### config.mk
export PLATFORM = sky130hd
export DESIGN_NAME = doubly_linked_list_engine_unit
export DESIGN_NICKNAME = d
export VERILOG_FILES = /design/src/dlle_pkg.sv /design/src/dlle_ram.sv /design/src/dlle_datapath.sv /design/src/dlle_ctrl.sv /design/src/doubly_linked_list_engine_unit.sv
export SDC_FILE = /design/constraint.sdc
export NUM_CORES = 2
export LEC_CHECK = 0
export BUFFER_PORTS_ARGS = -buffer_cell sky130_fd_sc_hd__buf_4
export CAP_MARGIN = 20
export CELL_PAD_IN_SITES_DETAIL_PLACEMENT = 1
export CELL_PAD_IN_SITES_GLOBAL_PLACEMENT = 2
export CORE_ASPECT_RATIO = 1.2
export CORE_MARGIN = 1
export CORE_UTILIZATION = 52
export DETAILED_ROUTE_END_ITERATION = 10
export GPL_ROUTABILITY_DRIVEN = 0
export PLACE_DENSITY_LB_ADDON = 0.1
export SLEW_MARGIN = 20
export SYNTH_ARGS = -nofsm -noshare
export SYNTH_HDL_FRONTEND = slang
export SYNTH_SLANG_ARGS = --single-unit
export TNS_END_PERCENT = 30
### constraint.sdc
create_clock -name clk_i -period 7.3 [get_ports clk_i]
set_input_delay 1.46 -clock clk_i [delete_from_list [all_inputs] [get_ports clk_i]]
set_output_delay 1.46 -clock clk_i [all_outputs]
set_load 0.02 [all_outputs]
### src/dlle_pkg.sv
`default_nettype none

package dlle_pkg;

  localparam int unsigned CAPACITY = 32;
  localparam int unsigned ADDR_W   = $clog2(CAPACITY);
  localparam int unsigned IDX_W    = $clog2(CAPACITY + 1);
  localparam int unsigned VALUE_W  = 32;

  // link value that means "no node"
  localparam logic [IDX_W-1:0] IDX_NONE = IDX_W'(CAPACITY);
  localparam logic [IDX_W-1:0] STEP_END = IDX_W'(CAPACITY - 1);

  typedef enum logic [2:0] {
    ACT_INS_FRONT = 3'd0,
    ACT_INS_BACK  = 3'd1,
    ACT_DELETE    = 3'd2,
    ACT_WALK_FWD  = 3'd3,
    ACT_WALK_BWD  = 3'd4,
    ACT_CLEAR     = 3'd5
  } dlle_action_e;

  typedef enum logic [1:0] {
    ST_OK        = 2'd0,
    ST_FULL      = 2'd1,
    ST_EMPTY     = 2'd2,
    ST_NOT_FOUND = 2'd3
  } dlle_status_e;

  typedef enum logic [1:0] {
    VSEL_CMD  = 2'd0,
    VSEL_ZERO = 2'd1,
    VSEL_NODE = 2'd2
  } dlle_vsel_e;

  typedef enum logic [2:0] {
    CUR_HOLD = 3'd0,
    CUR_HEAD = 3'd1,
    CUR_TAIL = 3'd2,
    CUR_NEXT = 3'd3,
    CUR_PREV = 3'd4
  } dlle_cur_e;

  typedef struct packed {
    logic         latch;
    dlle_cur_e    cur_op;
    logic         step_clr;
    logic         step_inc;
    logic         alloc;
    logic         ins_link;
    logic         ins_end;
    logic         front;
    logic         unlink;
    logic         clear;
    logic         out_load;
    dlle_vsel_e   out_sel;
    dlle_status_e out_status;
    logic         out_last;
  } dlle_cmd_t;

  typedef struct packed {
    dlle_action_e action;
    logic         pool_full;
    logic         head_none;
    logic         tail_none;
    logic         node_match;
    logic         next_none;
    logic         prev_none;
    logic         step_end;
    logic         out_free;
  } dlle_stat_t;

endpackage

`default_nettype wire

### src/dlle_ram.sv
`default_nettype none

module dlle_ram #(
  parameter int unsigned WIDTH = 32,
  parameter int unsigned DEPTH = 32
) (
  input  wire logic                     clk_i,
  input  wire logic                     we_i,
  input  wire logic [$clog2(DEPTH)-1:0] waddr_i,
  input  wire logic [WIDTH-1:0]         wdata_i,
  input  wire logic [$clog2(DEPTH)-1:0] raddr_i,
  output logic      [WIDTH-1:0]         rdata_o
);

  logic [WIDTH-1:0] mem_q [DEPTH];

  always_ff @(posedge clk_i) begin
    if (we_i) begin
      mem_q[waddr_i] <= wdata_i;
    end
    rdata_o <= mem_q[raddr_i];
  end

endmodule

`default_nettype wire

### src/dlle_datapath.sv
`default_nettype none

module dlle_datapath (
  input  wire logic                                 clk_i,
  input  wire logic                                 rst_ni,
  input  wire logic [2:0]                           action_i,
  input  wire logic signed [dlle_pkg::VALUE_W-1:0]  value_i,
  input  wire dlle_pkg::dlle_cmd_t                  cmd_i,
  output dlle_pkg::dlle_stat_t                      stat_o,
  input  wire logic                                 out_stall_i,
  output logic                                      out_valid_o,
  output logic signed [dlle_pkg::VALUE_W-1:0]       out_value_o,
  output logic [1:0]                                status_o,
  output logic                                      is_last_o
);

  dlle_pkg::dlle_action_e              action_q;
  logic [dlle_pkg::VALUE_W-1:0]        cmd_value_q;
  logic [dlle_pkg::IDX_W-1:0]          head_q, head_d;
  logic [dlle_pkg::IDX_W-1:0]          tail_q, tail_d;
  logic [dlle_pkg::CAPACITY-1:0]       free_q, free_d;
  logic [dlle_pkg::IDX_W-1:0]          cur_q, cur_d;
  logic [dlle_pkg::IDX_W-1:0]          step_q;
  logic [dlle_pkg::ADDR_W-1:0]         new_q;
  logic [dlle_pkg::ADDR_W-1:0]         alloc_idx;
  logic                                alloc_found;

  logic                                out_valid_q;
  logic [dlle_pkg::VALUE_W-1:0]        out_value_q;
  dlle_pkg::dlle_status_e              out_status_q;
  logic                                out_last_q;
  logic                                out_free;

  logic [dlle_pkg::VALUE_W-1:0]        node_val_rd;
  logic [dlle_pkg::IDX_W-1:0]          next_rd, prev_rd;
  logic                                head_none, tail_none, next_none, prev_none;

  logic                                next_we, prev_we;
  logic [dlle_pkg::ADDR_W-1:0]         next_waddr, prev_waddr;
  logic [dlle_pkg::IDX_W-1:0]          next_wdata, prev_wdata;
  logic [dlle_pkg::IDX_W-1:0]          new_link;

  assign head_none = (head_q >= dlle_pkg::IDX_NONE);
  assign tail_none = (tail_q >= dlle_pkg::IDX_NONE);
  assign next_none = (next_rd >= dlle_pkg::IDX_NONE);
  assign prev_none = (prev_rd >= dlle_pkg::IDX_NONE);
  assign new_link  = dlle_pkg::IDX_W'(new_q);
  assign out_free  = !out_valid_q || !out_stall_i;

  // lowest free node
  always_comb begin
    alloc_idx   = '0;
    alloc_found = 1'b0;
    for (int i = 0; i < dlle_pkg::CAPACITY; i++) begin
      if (free_q[i] && !alloc_found) begin
        alloc_idx   = dlle_pkg::ADDR_W'(i);
        alloc_found = 1'b1;
      end
    end
  end

  // read address follows the next cursor so read data lines up with cur_q
  always_comb begin
    case (cmd_i.cur_op)
      dlle_pkg::CUR_HEAD: cur_d = head_q;
      dlle_pkg::CUR_TAIL: cur_d = tail_q;
      dlle_pkg::CUR_NEXT: cur_d = next_rd;
      dlle_pkg::CUR_PREV: cur_d = prev_rd;
      default:            cur_d = cur_q;
    endcase
  end

  always_comb begin
    next_we    = 1'b0;
    next_waddr = new_q;
    next_wdata = dlle_pkg::IDX_NONE;
    if (cmd_i.ins_link) begin
      next_we    = 1'b1;
      next_wdata = cmd_i.front ? head_q : dlle_pkg::IDX_NONE;
    end else if (cmd_i.ins_end && !cmd_i.front && !tail_none) begin
      next_we    = 1'b1;
      next_waddr = tail_q[dlle_pkg::ADDR_W-1:0];
      next_wdata = new_link;
    end else if (cmd_i.unlink && !prev_none) begin
      next_we    = 1'b1;
      next_waddr = prev_rd[dlle_pkg::ADDR_W-1:0];
      next_wdata = next_rd;
    end
  end

  always_comb begin
    prev_we    = 1'b0;
    prev_waddr = new_q;
    prev_wdata = dlle_pkg::IDX_NONE;
    if (cmd_i.ins_link) begin
      prev_we    = 1'b1;
      prev_wdata = cmd_i.front ? dlle_pkg::IDX_NONE : tail_q;
    end else if (cmd_i.ins_end && cmd_i.front && !head_none) begin
      prev_we    = 1'b1;
      prev_waddr = head_q[dlle_pkg::ADDR_W-1:0];
      prev_wdata = new_link;
    end else if (cmd_i.unlink && !next_none) begin
      prev_we    = 1'b1;
      prev_waddr = next_rd[dlle_pkg::ADDR_W-1:0];
      prev_wdata = prev_rd;
    end
  end

  dlle_ram #(.WIDTH(dlle_pkg::VALUE_W), .DEPTH(dlle_pkg::CAPACITY)) u_value_ram (
    .clk_i   (clk_i),
    .we_i    (cmd_i.ins_link),
    .waddr_i (new_q),
    .wdata_i (cmd_value_q),
    .raddr_i (cur_d[dlle_pkg::ADDR_W-1:0]),
    .rdata_o (node_val_rd)
  );

  dlle_ram #(.WIDTH(dlle_pkg::IDX_W), .DEPTH(dlle_pkg::CAPACITY)) u_next_ram (
    .clk_i   (clk_i),
    .we_i    (next_we),
    .waddr_i (next_waddr),
    .wdata_i (next_wdata),
    .raddr_i (cur_d[dlle_pkg::ADDR_W-1:0]),
    .rdata_o (next_rd)
  );

  dlle_ram #(.WIDTH(dlle_pkg::IDX_W), .DEPTH(dlle_pkg::CAPACITY)) u_prev_ram (
    .clk_i   (clk_i),
    .we_i    (prev_we),
    .waddr_i (prev_waddr),
    .wdata_i (prev_wdata),
    .raddr_i (cur_d[dlle_pkg::ADDR_W-1:0]),
    .rdata_o (prev_rd)
  );

  always_comb begin
    head_d = head_q;
    tail_d = tail_q;
    free_d = free_q;
    if (cmd_i.clear) begin
      head_d = dlle_pkg::IDX_NONE;
      tail_d = dlle_pkg::IDX_NONE;
      free_d = '1;
    end
    if (cmd_i.alloc) begin
      free_d[alloc_idx] = 1'b0;
    end
    if (cmd_i.ins_end) begin
      if (cmd_i.front) begin
        head_d = new_link;
        if (head_none) tail_d = new_link;
      end else begin
        tail_d = new_link;
        if (tail_none) head_d = new_link;
      end
    end
    if (cmd_i.unlink) begin
      if (prev_none) head_d = next_rd;
      if (next_none) tail_d = prev_rd;
      free_d[cur_q[dlle_pkg::ADDR_W-1:0]] = 1'b1;
    end
  end

  always_ff @(posedge clk_i or negedge rst_ni) begin
    if (!rst_ni) begin
      head_q      <= dlle_pkg::IDX_NONE;
      tail_q      <= dlle_pkg::IDX_NONE;
      free_q      <= '1;
      cur_q       <= dlle_pkg::IDX_NONE;
      step_q      <= '0;
      out_valid_q <= 1'b0;
    end else begin
      head_q <= head_d;
      tail_q <= tail_d;
      free_q <= free_d;
      cur_q  <= cur_d;
      if (cmd_i.step_clr) begin
        step_q <= '0;
      end else if (cmd_i.step_inc) begin
        step_q <= step_q + 1'b1;
      end
      if (cmd_i.out_load) begin
        out_valid_q <= 1'b1;
      end else if (!out_stall_i) begin
        out_valid_q <= 1'b0;
      end
    end
  end

  always_ff @(posedge clk_i) begin
    if (cmd_i.latch) begin
      action_q    <= dlle_pkg::dlle_action_e'(action_i);
      cmd_value_q <= value_i;
    end
    if (cmd_i.alloc) begin
      new_q <= alloc_idx;
    end
    if (cmd_i.out_load) begin
      case (cmd_i.out_sel)
        dlle_pkg::VSEL_NODE: out_value_q <= node_val_rd;
        dlle_pkg::VSEL_ZERO: out_value_q <= '0;
        default:             out_value_q <= cmd_value_q;
      endcase
      out_status_q <= cmd_i.out_status;
      out_last_q   <= cmd_i.out_last;
    end
  end

  always_comb begin
    stat_o.action     = action_q;
    stat_o.pool_full  = ~|free_q;
    stat_o.head_none  = head_none;
    stat_o.tail_none  = tail_none;
    stat_o.node_match = (node_val_rd == cmd_value_q);
    stat_o.next_none  = next_none;
    stat_o.prev_none  = prev_none;
    stat_o.step_end   = (step_q == dlle_pkg::STEP_END);
    stat_o.out_free   = out_free;
  end

  assign out_valid_o = out_valid_q;
  assign out_value_o = out_value_q;
  assign status_o    = out_status_q;
  assign is_last_o   = out_last_q;

  a_head_tail_agree: assert property (@(posedge clk_i) disable iff (!rst_ni)
    head_none == tail_none)
    else $error("head and tail disagree on list emptiness");

  a_all_free_empty: assert property (@(posedge clk_i) disable iff (!rst_ni)
    (free_q == '1) |-> head_none)
    else $error("list has a head while every node is free");

  a_no_overwrite: assert property (@(posedge clk_i) disable iff (!rst_ni)
    cmd_i.out_load |-> (!out_valid_q || !out_stall_i))
    else $error("output word overwritten while stalled");

  a_step_range: assert property (@(posedge clk_i) disable iff (!rst_ni)
    step_q <= dlle_pkg::STEP_END)
    else $error("walk step counter past pool size");

endmodule

`default_nettype wire

### src/dlle_ctrl.sv
`default_nettype none

module dlle_ctrl (
  input  wire logic                 clk_i,
  input  wire logic                 rst_ni,
  input  wire logic                 in_valid_i,
  output logic                      in_stall_o,
  input  wire dlle_pkg::dlle_stat_t stat_i,
  output dlle_pkg::dlle_cmd_t       cmd_o
);

  typedef enum logic [6:0] {
    S_IDLE     = 7'b0000001,
    S_DISPATCH = 7'b0000010,
    S_INS_LINK = 7'b0000100,
    S_INS_END  = 7'b0001000,
    S_DEL_SCAN = 7'b0010000,
    S_WALK     = 7'b0100000,
    S_EMIT     = 7'b1000000
  } state_e;

  state_e                 state_q, state_d;
  dlle_pkg::dlle_status_e status_q, status_d;
  dlle_pkg::dlle_vsel_e   vsel_q, vsel_d;
  logic                   walk_fwd;
  logic                   walk_stop;

  assign in_stall_o = (state_q != S_IDLE);
  assign walk_fwd   = (stat_i.action == dlle_pkg::ACT_WALK_FWD);
  // last word of a walk: no further link, or the pool size reached
  assign walk_stop  = (walk_fwd ? stat_i.next_none : stat_i.prev_none) || stat_i.step_end;

  always_comb begin
    state_d  = state_q;
    status_d = status_q;
    vsel_d   = vsel_q;
    cmd_o            = '0;
    cmd_o.cur_op     = dlle_pkg::CUR_HOLD;
    cmd_o.out_sel    = vsel_q;
    cmd_o.out_status = status_q;
    cmd_o.front      = (stat_i.action == dlle_pkg::ACT_INS_FRONT);

    unique case (state_q)
      S_IDLE: begin
        if (in_valid_i) begin
          cmd_o.latch = 1'b1;
          state_d     = S_DISPATCH;
        end
      end

      S_DISPATCH: begin
        unique case (stat_i.action) inside
          dlle_pkg::ACT_INS_FRONT, dlle_pkg::ACT_INS_BACK: begin
            if (stat_i.pool_full) begin
              status_d = dlle_pkg::ST_FULL;
              vsel_d   = dlle_pkg::VSEL_CMD;
              state_d  = S_EMIT;
            end else begin
              cmd_o.alloc = 1'b1;
              state_d     = S_INS_LINK;
            end
          end
          dlle_pkg::ACT_DELETE: begin
            vsel_d = dlle_pkg::VSEL_CMD;
            if (stat_i.head_none) begin
              status_d = dlle_pkg::ST_EMPTY;
              state_d  = S_EMIT;
            end else begin
              cmd_o.cur_op   = dlle_pkg::CUR_HEAD;
              cmd_o.step_clr = 1'b1;
              state_d        = S_DEL_SCAN;
            end
          end
          dlle_pkg::ACT_WALK_FWD, dlle_pkg::ACT_WALK_BWD: begin
            if (walk_fwd ? stat_i.head_none : stat_i.tail_none) begin
              status_d = dlle_pkg::ST_EMPTY;
              vsel_d   = dlle_pkg::VSEL_ZERO;
              state_d  = S_EMIT;
            end else begin
              cmd_o.cur_op   = walk_fwd ? dlle_pkg::CUR_HEAD : dlle_pkg::CUR_TAIL;
              cmd_o.step_clr = 1'b1;
              state_d        = S_WALK;
            end
          end
          dlle_pkg::ACT_CLEAR: begin
            cmd_o.clear = 1'b1;
            status_d    = dlle_pkg::ST_OK;
            vsel_d      = dlle_pkg::VSEL_ZERO;
            state_d     = S_EMIT;
          end
          default: begin
            // unused action code: no word
            state_d = S_IDLE;
          end
        endcase
      end

      S_INS_LINK: begin
        cmd_o.ins_link = 1'b1;
        state_d        = S_INS_END;
      end

      S_INS_END: begin
        cmd_o.ins_end = 1'b1;
        status_d      = dlle_pkg::ST_OK;
        vsel_d        = dlle_pkg::VSEL_CMD;
        state_d       = S_EMIT;
      end

      S_DEL_SCAN: begin
        if (stat_i.node_match) begin
          cmd_o.unlink = 1'b1;
          status_d     = dlle_pkg::ST_OK;
          state_d      = S_EMIT;
        end else if (stat_i.next_none || stat_i.step_end) begin
          status_d = dlle_pkg::ST_NOT_FOUND;
          state_d  = S_EMIT;
        end else begin
          cmd_o.cur_op   = dlle_pkg::CUR_NEXT;
          cmd_o.step_inc = 1'b1;
        end
      end

      S_WALK: begin
        if (stat_i.out_free) begin
          cmd_o.out_load   = 1'b1;
          cmd_o.out_sel    = dlle_pkg::VSEL_NODE;
          cmd_o.out_status = dlle_pkg::ST_OK;
          cmd_o.out_last   = walk_stop;
          if (walk_stop) begin
            state_d = S_IDLE;
          end else begin
            cmd_o.cur_op   = walk_fwd ? dlle_pkg::CUR_NEXT : dlle_pkg::CUR_PREV;
            cmd_o.step_inc = 1'b1;
          end
        end
      end

      S_EMIT: begin
        if (stat_i.out_free) begin
          cmd_o.out_load = 1'b1;
          cmd_o.out_last = 1'b1;
          state_d        = S_IDLE;
        end
      end

      default: begin
        state_d = S_IDLE;
      end
    endcase
  end

  always_ff @(posedge clk_i or negedge rst_ni) begin
    if (!rst_ni) begin
      state_q  <= S_IDLE;
      status_q <= dlle_pkg::ST_OK;
      vsel_q   <= dlle_pkg::VSEL_CMD;
    end else begin
      state_q  <= state_d;
      status_q <= status_d;
      vsel_q   <= vsel_d;
    end
  end

  a_emit_on_free: assert property (@(posedge clk_i) disable iff (!rst_ni)
    (state_q == S_EMIT && stat_i.out_free) |=> (state_q == S_IDLE))
    else $error("single-word result not followed by idle");

  a_walk_stall_holds: assert property (@(posedge clk_i) disable iff (!rst_ni)
    (state_q == S_WALK && !stat_i.out_free) |=> (state_q == S_WALK))
    else $error("walk left its state while output was stalled");

endmodule

`default_nettype wire

### src/doubly_linked_list_engine_unit.sv
`default_nettype none

// Ordered list of signed 32-bit values kept in a pool of dlle_pkg::CAPACITY nodes.
// Input channel (in_valid_i / in_stall_o): action_i and value_i, one word per command.
// A command is taken only while the engine is idle; in_stall_o is high while it works.
// Output channel (out_valid_o / out_stall_i): out_value_o, status_o, is_last_o.
// Insert, delete, clear and empty walks give one word; a walk gives one word per node
// with is_last_o set on the final one. Unused action codes give no word.
// An insert goes through dispatch, link and end update, then loads its word in emit;
// clear, a full pool and an empty list go from dispatch straight to emit.
// Delete and walk visit one node per cycle, a walk only while output is not stalled;
// each node costs one read of the value and link RAMs. A new command is accepted
// in the cycle after the last word is registered, even if that word is still stalled.
// A stalled output word holds; the engine waits on the next word until it drains.
// Reset empties the list (every node free, no head or tail) and drops any
// pending output word. Node RAM contents are not cleared.

module doubly_linked_list_engine_unit (
  input  wire logic                                clk_i,
  input  wire logic                                rst_ni,
  input  wire logic                                in_valid_i,
  output logic                                     in_stall_o,
  input  wire logic [2:0]                          action_i,
  input  wire logic signed [dlle_pkg::VALUE_W-1:0] value_i,
  output logic                                     out_valid_o,
  input  wire logic                                out_stall_i,
  output logic signed [dlle_pkg::VALUE_W-1:0]      out_value_o,
  output logic [1:0]                               status_o,
  output logic                                     is_last_o
);

  dlle_pkg::dlle_cmd_t  cmd;
  dlle_pkg::dlle_stat_t stat;

  dlle_ctrl u_ctrl (
    .clk_i      (clk_i),
    .rst_ni     (rst_ni),
    .in_valid_i (in_valid_i),
    .in_stall_o (in_stall_o),
    .stat_i     (stat),
    .cmd_o      (cmd)
  );

  dlle_datapath u_datapath (
    .clk_i       (clk_i),
    .rst_ni      (rst_ni),
    .action_i    (action_i),
    .value_i     (value_i),
    .cmd_i       (cmd),
    .stat_o      (stat),
    .out_stall_i (out_stall_i),
    .out_valid_o (out_valid_o),
    .out_value_o (out_value_o),
    .status_o    (status_o),
    .is_last_o   (is_last_o)
  );

endmodule

`default_nettype wire

# --- Yosys cells after proc, flatten, opt, wreduce, memory -nomap -nowiden ---
# Memory sizes are Yosys's and may differ from the RTL's. A register that Yosys moved wholly into a read port is not among the register bits.
# Cells that the tools add are included.
word_totals:
  register_bits: 142
  mem_bits_rw: 1408
  inputBits: 39
  wordCells: 320
  n_memories: 3
mem_list:
  columns: ["name", "depth", "word_bits", "read_ports", "rd_clocked_by_memory_dff", "write_ports", "line", "rtl"]
  rows:
  - ["u_datapath.u_value_ram.mem_q", 32, 32, 1, 1, 1, "dlle_ram.sv:15", "logic [WIDTH-1:0] mem_q [DEPTH];"]
  - ["u_datapath.u_next_ram.mem_q", 32, 6, 1, 1, 1, "dlle_ram.sv:15", null]
  - ["u_datapath.u_prev_ram.mem_q", 32, 6, 1, 1, 1, "dlle_ram.sv:15", null]
classes:
  n_addsub: 1
  order_cmp: 8
  n_eq_ne: 31
  n_mux: 169
  n_bitwise: 3
  reduce_logical: 90
op_table:
  columns: ["operator", "count"]
  rows:
  - ["$mux 6", 23]
  - ["$mux 5", 22]
  - ["$mux 32", 3]
  - ["$mux 1", 67]
  - ["$pmux 32 s2", 1]
  - ["$mux 7", 9]
  - ["$pmux 7 s7", 1]
  - ["$mux 4", 10]
  - ["$logic_and 1x1->1", 39]
  - ["$logic_not 1->1", 38]
  - ["$and 32x32->32", 1]
  - ["$eq 32x32->1", 1]
  - ["$not 32->32", 1]
  - ["$or 32x32->32", 1]
  - ["$reduce_or 32->1", 1]
  - ["$pmux 7 s4", 1]
  - ["$ge 6x6->1 const B", 4]
  - ["$mux 2", 12]
  - ["$mux 3", 8]
  - ["$pmux 5 s4", 1]
  - ["$pmux 2 s4", 2]
  - ["$eq 3x2->1 const B", 4]
  - ["$lt 5x6->1 const B", 2]
  - ["$demux 1 s5", 2]
  - ["33 further kinds", 48]

# --- Logic depth before layout (Yosys ltp) ---
logic_depth:
  depth_word: 103
  depth_mapped: 15
  mapped_depth_nobuf: 11

# --- Modules after synthesis ---
# Synthesis repeated with hierarchy kept, for this count alone.
hier_totals:
  hier_cells: 3702
  hier_area_um2: 63679.8
modules_own_cells:
  columns: ["mod", "n_inst", "cells_per_inst", "area_each_um2", "seq_area_each_um2"]
  rows:
  - ["dlle_ram at u_datapath.u_value_ram", 1, 2260, 40485.1, 31390.1]
  - ["dlle_ram at u_datapath.u_next_ram ...", 2, 323, 7589.8, 5885.6]
  - ["dlle_datapath", 1, 689, 7148.1, 3696.0]
  - ["dlle_ctrl", 1, 107, 867.1, 251.5]

# --- Least setup slack after synthesis ---
# Ideal clock, no wire load.
synth_timing:
  path_type: "input-to-reg"
  start: "input out_stall_i"
  end: "register u_datapath.u_next_ram.rdata_o[4] (read register of u_datapath.u_next_ram.mem_q)"
  setup_ns: 0.135
  arrival_time_ns: 3.543
  required_ns: 7.165
  slack_ns: 3.621
  path_stages: 12
  n_path_buf: 2
  cell_sequence: "nand2_1 and3_1 a41o_2 o221a_2 a211o_1 buf_4 inv_4 buf_6 mux2i_1 mux2i_1 a2111oi_0 nor4_1"
synth_between:
  elab_chain_cells: 6
  elab_cells_between_ends: 9
synth_lines:
  columns: ["item", "line", "rtl"]
  rows:
  - ["start: declaration", "doubly_linked_list_engine_unit.sv:26", "input wire logic out_stall_i,"]
  - ["$logic_not 1->1 *", "dlle_datapath.sv:48", "assign out_free = !out_valid_q || !out_stall_i;"]
  - ["$logic_or 1x1->1 *", "dlle_datapath.sv:48", null]
  - ["$mux 3 *", "dlle_ctrl.sv:125", "if (stat_i.out_free) begin"]
  - ["$pmux 3 s3 *", "dlle_ctrl.sv:43", "unique case (state_q)"]
  - ["$eq 3x3->1 (tied with other cells)", "dlle_datapath.sv:64", "case (cmd_i.cur_op)"]
  - ["$pmux 5 s4 *", "dlle_datapath.sv:64", null]
  - ["end: declaration", "dlle_ram.sv:12", "output logic [WIDTH-1:0] rdata_o"]
# Every way passes the cells marked *; elsewhere a longest branch is shown, timed or not.
# A chain may end at the register's enable or synchronous reset.

# --- Final worst setup path ---
layout_timing:
  start: "register u_datapath.cmd_value_q[10] in the netlist's numbering"
  end: "register u_datapath.u_value_ram.rdata_o[26] (read register of u_datapath.u_value_ram.mem_q)"
layout_between:
  elab_chain_cells: 5
  elab_cells_between_ends: 8
layout_lines:
  columns: ["item", "line", "rtl"]
  rows:
  - ["start: declaration", "dlle_datapath.sv:18", "logic [dlle_pkg::VALUE_W-1:0] cmd_value_q;"]
  - ["start signal: assignment", "dlle_datapath.sv:193", "cmd_value_q <= value_i;"]
  - ["$eq 32x32->1 *", "dlle_datapath.sv:214", "stat_o.node_match = (node_val_rd == cmd_value_q);"]
  - ["$mux 3 *", "dlle_ctrl.sv:111", "if (stat_i.node_match) begin"]
  - ["$pmux 3 s3 *", "dlle_ctrl.sv:43", null]
  - ["$eq 3x3->1 (tied with other cells)", "dlle_datapath.sv:64", null]
  - ["$pmux 5 s4 *", "dlle_datapath.sv:64", null]
  - ["end: declaration", "dlle_ram.sv:12", null]
# Marks and branches as above.

==> summary.txt <==
Outcome
  – Run status: complete, no violations

Worst hold path
  – Worst Hold Launch: u_ctrl.status_q[1]$_DFFE_PN0P_
  – Hold EP: u_ctrl.status_q[1]$_DFFE_PN0P_
  – Hold path depth: 1
  – Worst hold path class: reg -> reg

Die
  – Cell Rows: ~140
  – Die Area: 126000 µm²
  – Ports: 76
  – Die Span Y: around 390 µm
  – Die width: about 320 µm
  – CORE AREA: between 100000 and 150000 µm²
  – Initial Util: 0.526

Critical path
  – Worst Setup Path Type: reg -> reg
  – Critical Path Start Type: flop
  – Maximum fanout along the worst path: 137
  – R2r worst-path depth: 12
  – Endpoint class of the critical path: flop
  – R2r setup slk: 1730 ps
  – Reg2reg start: u_datapath.cmd_value_q[10]$_DFFE_PP_
  – FF-to-FF End: u_datapath.u_value_ram.rdata_o[26]$_DFF_P_
  – Critical Path AT: between 6000 and 7000 ps
  – Worst Path Required: between 7000 and 8000 ps

CTS
  – Clock Path Buffers: 3
  – TritonCTS clock tree: done
  – Post-CTS sizing: 0
  – Clock sinks: roughly 1600
  – Worst-Skew Late Latency: a little under 800 ps
  – H-tree Lvls: 4
  – Clk slew on worst S/H paths: about 60 ps
  – Root Buffer: clkbuf_16
  – Total CTS buffers: 160
  – Setup repair bufs after CTS: 0
  – Hold Buf Count CTS: 0

Drt
  – ANT nets after route: 0
  – Vias per std cell: about 6
  – Pre-Repair DR Iteration Count: 5
  – DR DRC count: 0
  – Via count: 35500
  – DR WL/cell: around 31 µm
  – Final WL: 179000 µm
  – DRT iter0 DRCs: about 3000

Final layout
  – Final Net Count: around 4000
  – Final std cells w/o fill: ~5800
  – Share of cells above drive strength 1: 0.138
  – Layout area overhead: 12.0%
  – Filler cells: between 10000 and 15000

Pwr
  – Reg power frac: 0.411
  – PwrDens: roughly 380 nW/µm²
  – Combinational fraction of design power: 0.300
  – Worst VDD drop: ~0.00051 V
  – Clock share of power: 0.289
  – Sw frac: 0.328
  – Internal power: 0.0185 W
  – Pleak: 26.1 nW
  – Switching power: between 0.009 and 0.01 W

Synthesis
  – Biggest area consumer among synthesized cells: edfxtp_1
  – Synth Area per Inst: about 17 µm²
  – FF+latch count, synth: between 1500 and 2000
  – Post-synthesis sequential area ratio: 0.726
  – Synth top area share: 0.687
  – Async SR Flop Fraction: 0.0414
  – Main area contributors after synthesis: edfxtp_1, mux2i_1, o22ai_1
  – Mapped Area: roughly 65000 µm²
  – Post-synth top cells: edfxtp_1, mux2i_1, nor2_1
  – Synthesized instance count: 3844
  – Syn nets: 3885
  – Synth warn: 0
  – EDFF count, synth: between 1000 and 1500
  – Most common cell in the netlist: edfxtp_1
  – Ys flop type: edfxtp_1
  – Unique cell type count in the Yosys netlist: just under 80

Global route
  – Initial antenna violation count: 2
  – Grt ovf: 0
  – Vias in the first global route: between 30000 and 40000
  – First-pass GRT wire length: 257000 µm
  – GR Util All Layers: 0.282
  – Largest net degree at the start of global routing: 138

STA
  – Post-Route Skew: just under 30 ps
  – Min cycle time layout: 5570 ps
  – Setup violators final: 0
  – Setup TNS: 0 ps
  – Pins Over Slew Limit: 0
  – Worst-Margin Slew: ~1200 ps
  – Hold WS: just over 500 ps
  – Final Hold Viols: 0
  – Fmax achieved: between 0.15 and 0.2 GHz
  – RSZ-0062 raised after global routing: false
  – Max_slew headroom: 0.188
  – Final worst path period share: 0.763

Placed design
  – IO Port Bufs: 75
  – Cells after DPL: about 5500
  – HPWL Detailed: ~100000 µm

Flow run
  – Max Cap Viol: 0
-- through the flow --
step	power [W]	instance area (µm²)	worst slack (ps)	utilization
2_1_floorplan	0.0174	64800	3620	-
3_3_place_gp	0.0195	67500	1890	0.548
3_5_place_dp	0.0198	67600	1770	0.548
4_1_cts	0.0277	72600	1760	0.589
5_1_grt	0.0285	72600	1590	0.589
6_report	0.0276	72600	1730	0.589
-- registers in the layout, indices dropped and copies added (netlist names) --
register,cells
u_datapath.step_q,6
u_datapath.u_prev_ram.rdata_o,6
u_datapath.u_next_ram.mem_q,192
u_datapath.free_q,32
u_datapath.u_prev_ram.mem_q,192
u_datapath.out_value_o,32
u_datapath.action_q,3
u_datapath.cur_q,5
u_datapath.u_value_ram.mem_q,1024
u_datapath.cmd_value_q,32
u_datapath.new_q,5
u_ctrl.state_q,7
u_datapath.u_value_ram.rdata_o,32
u_ctrl.vsel_q,1
u_datapath.head_q,6
u_datapath.is_last_o,1
u_datapath.out_valid_o,1
u_ctrl.status_q,2
u_datapath.status_o,2
u_datapath.u_next_ram.rdata_o,6
u_datapath.tail_q,6
-- cell usage in the layout (no fill, tap or decap), types with 23 or more instances in the layout --
cell type	n
edfxtp_1	1483
mux2i_1	1048
o22ai_1	188
buf_4	170
clkbuf_16	166
nor2_1	149
nand2_1	124
o21ai_0	76
nor4_2	45
dfxtp_1	44
clkbuf_1	40
dfstp_2	35
nor2_4	34
xnor2_1	33
a21oi_1	32
dfrtp_1	31
clkinv_2	26
clkinv_1	25
inv_1	23
-- logic make-up (layout without fill, tap and decap cells) --
| kind of cell | after synthesis | count (layout) | share of synthesized area |
|---|---|---|---|
| and+or+nand+nor | 518 | 518 | 0.0427 |
| xor gates and xnor gates | 37 | 37 | 0.00500 |
| AOI/OAI and AO/OA | 420 | 420 | 0.0427 |
| adders and majority gates | 2 | 2 | 0.000386 |
| muxes | 1050 | 1050 | 0.162 |
| DFF | 1593 | 1593 | 0.726 |
| other | 0 | 2 | 0 |
| buffers and inverters | 224 | 498 | 0.0207 |
-- final cells by class --
cell class / count / area (µm²) / area share
Antenna cell: 2 / 5.00 / 0.0000689
Clock buffer: 218 / 4470 / 0.0615
Clock inverter: 70 / 549 / 0.00756
Inverter: 30 / 144 / 0.00198
Multi-Input combinational cell: 2027 / 16800 / 0.232
Sequential cell: 1593 / 47100 / 0.648
Tap cell: 1644 / 2060 / 0.0283
Timing Repair Buffer: 180 / 1490 / 0.0205
-- worst max-delay path: stages, from the launching register on --
cell and delay [ps]:
edfxtp_1 810, xnor2_1 670, nand4_1 340, nor4_2 280, buf_4 250, a211oi_1 180, a211o_1 540, inv_16 580
buf_12 510, mux2i_1 230, mux2i_1 220, o22ai_1 160, nor4_2 270
-- power by group through the flow --
stage	combinational, W	sequential (W)	clock, W
final	0.00828	0.0113	0.00796
after detailed placement	0.00824	0.0115	0
after global routing	0.00873	0.0114	0.00836
after global placement	0.00799	0.0115	0
after CTS	0.00829	0.0113	0.00806
after floorplan	0.00591	0.0115	0
-- per-layer routing --
layer / global-route usage / part of all wire / up-vias
met2: 0.498 / 0.52 / 1145
met5: 0 / 0 / -
met3: 0.0374 / 0.050 / 309
met4: 0.0993 / 0.034 / 0
li1: - / - / 15500
met1: 0.357 / 0.40 / 18600
-- how the worst max path moves through the flow --
stage / to / slack, ps / startpoint
2_1_floorplan: u_datapath.u_next_ram.rdata_o[4]$_DFF_P_ / 3620 / out_stall_i
3_3_place_gp: u_datapath.u_value_ram.rdata_o[12]$_DFF_P_ / 1890 / out_stall_i
3_5_place_dp: u_datapath.u_value_ram.rdata_o[25]$_DFF_P_ / 1770 / out_stall_i
4_1_cts: u_datapath.u_value_ram.rdata_o[25]$_DFF_P_ / 1760 / u_datapath.cmd_value_q[10]$_DFFE_PP_
5_1_grt: u_datapath.u_value_ram.rdata_o[26]$_DFF_P_ / 1590 / u_datapath.cmd_value_q[10]$_DFFE_PP_
6_report: u_datapath.u_value_ram.rdata_o[26]$_DFF_P_ / 1730 / u_datapath.cmd_value_q[10]$_DFFE_PP_
Power figures use the tool's default switching activity.
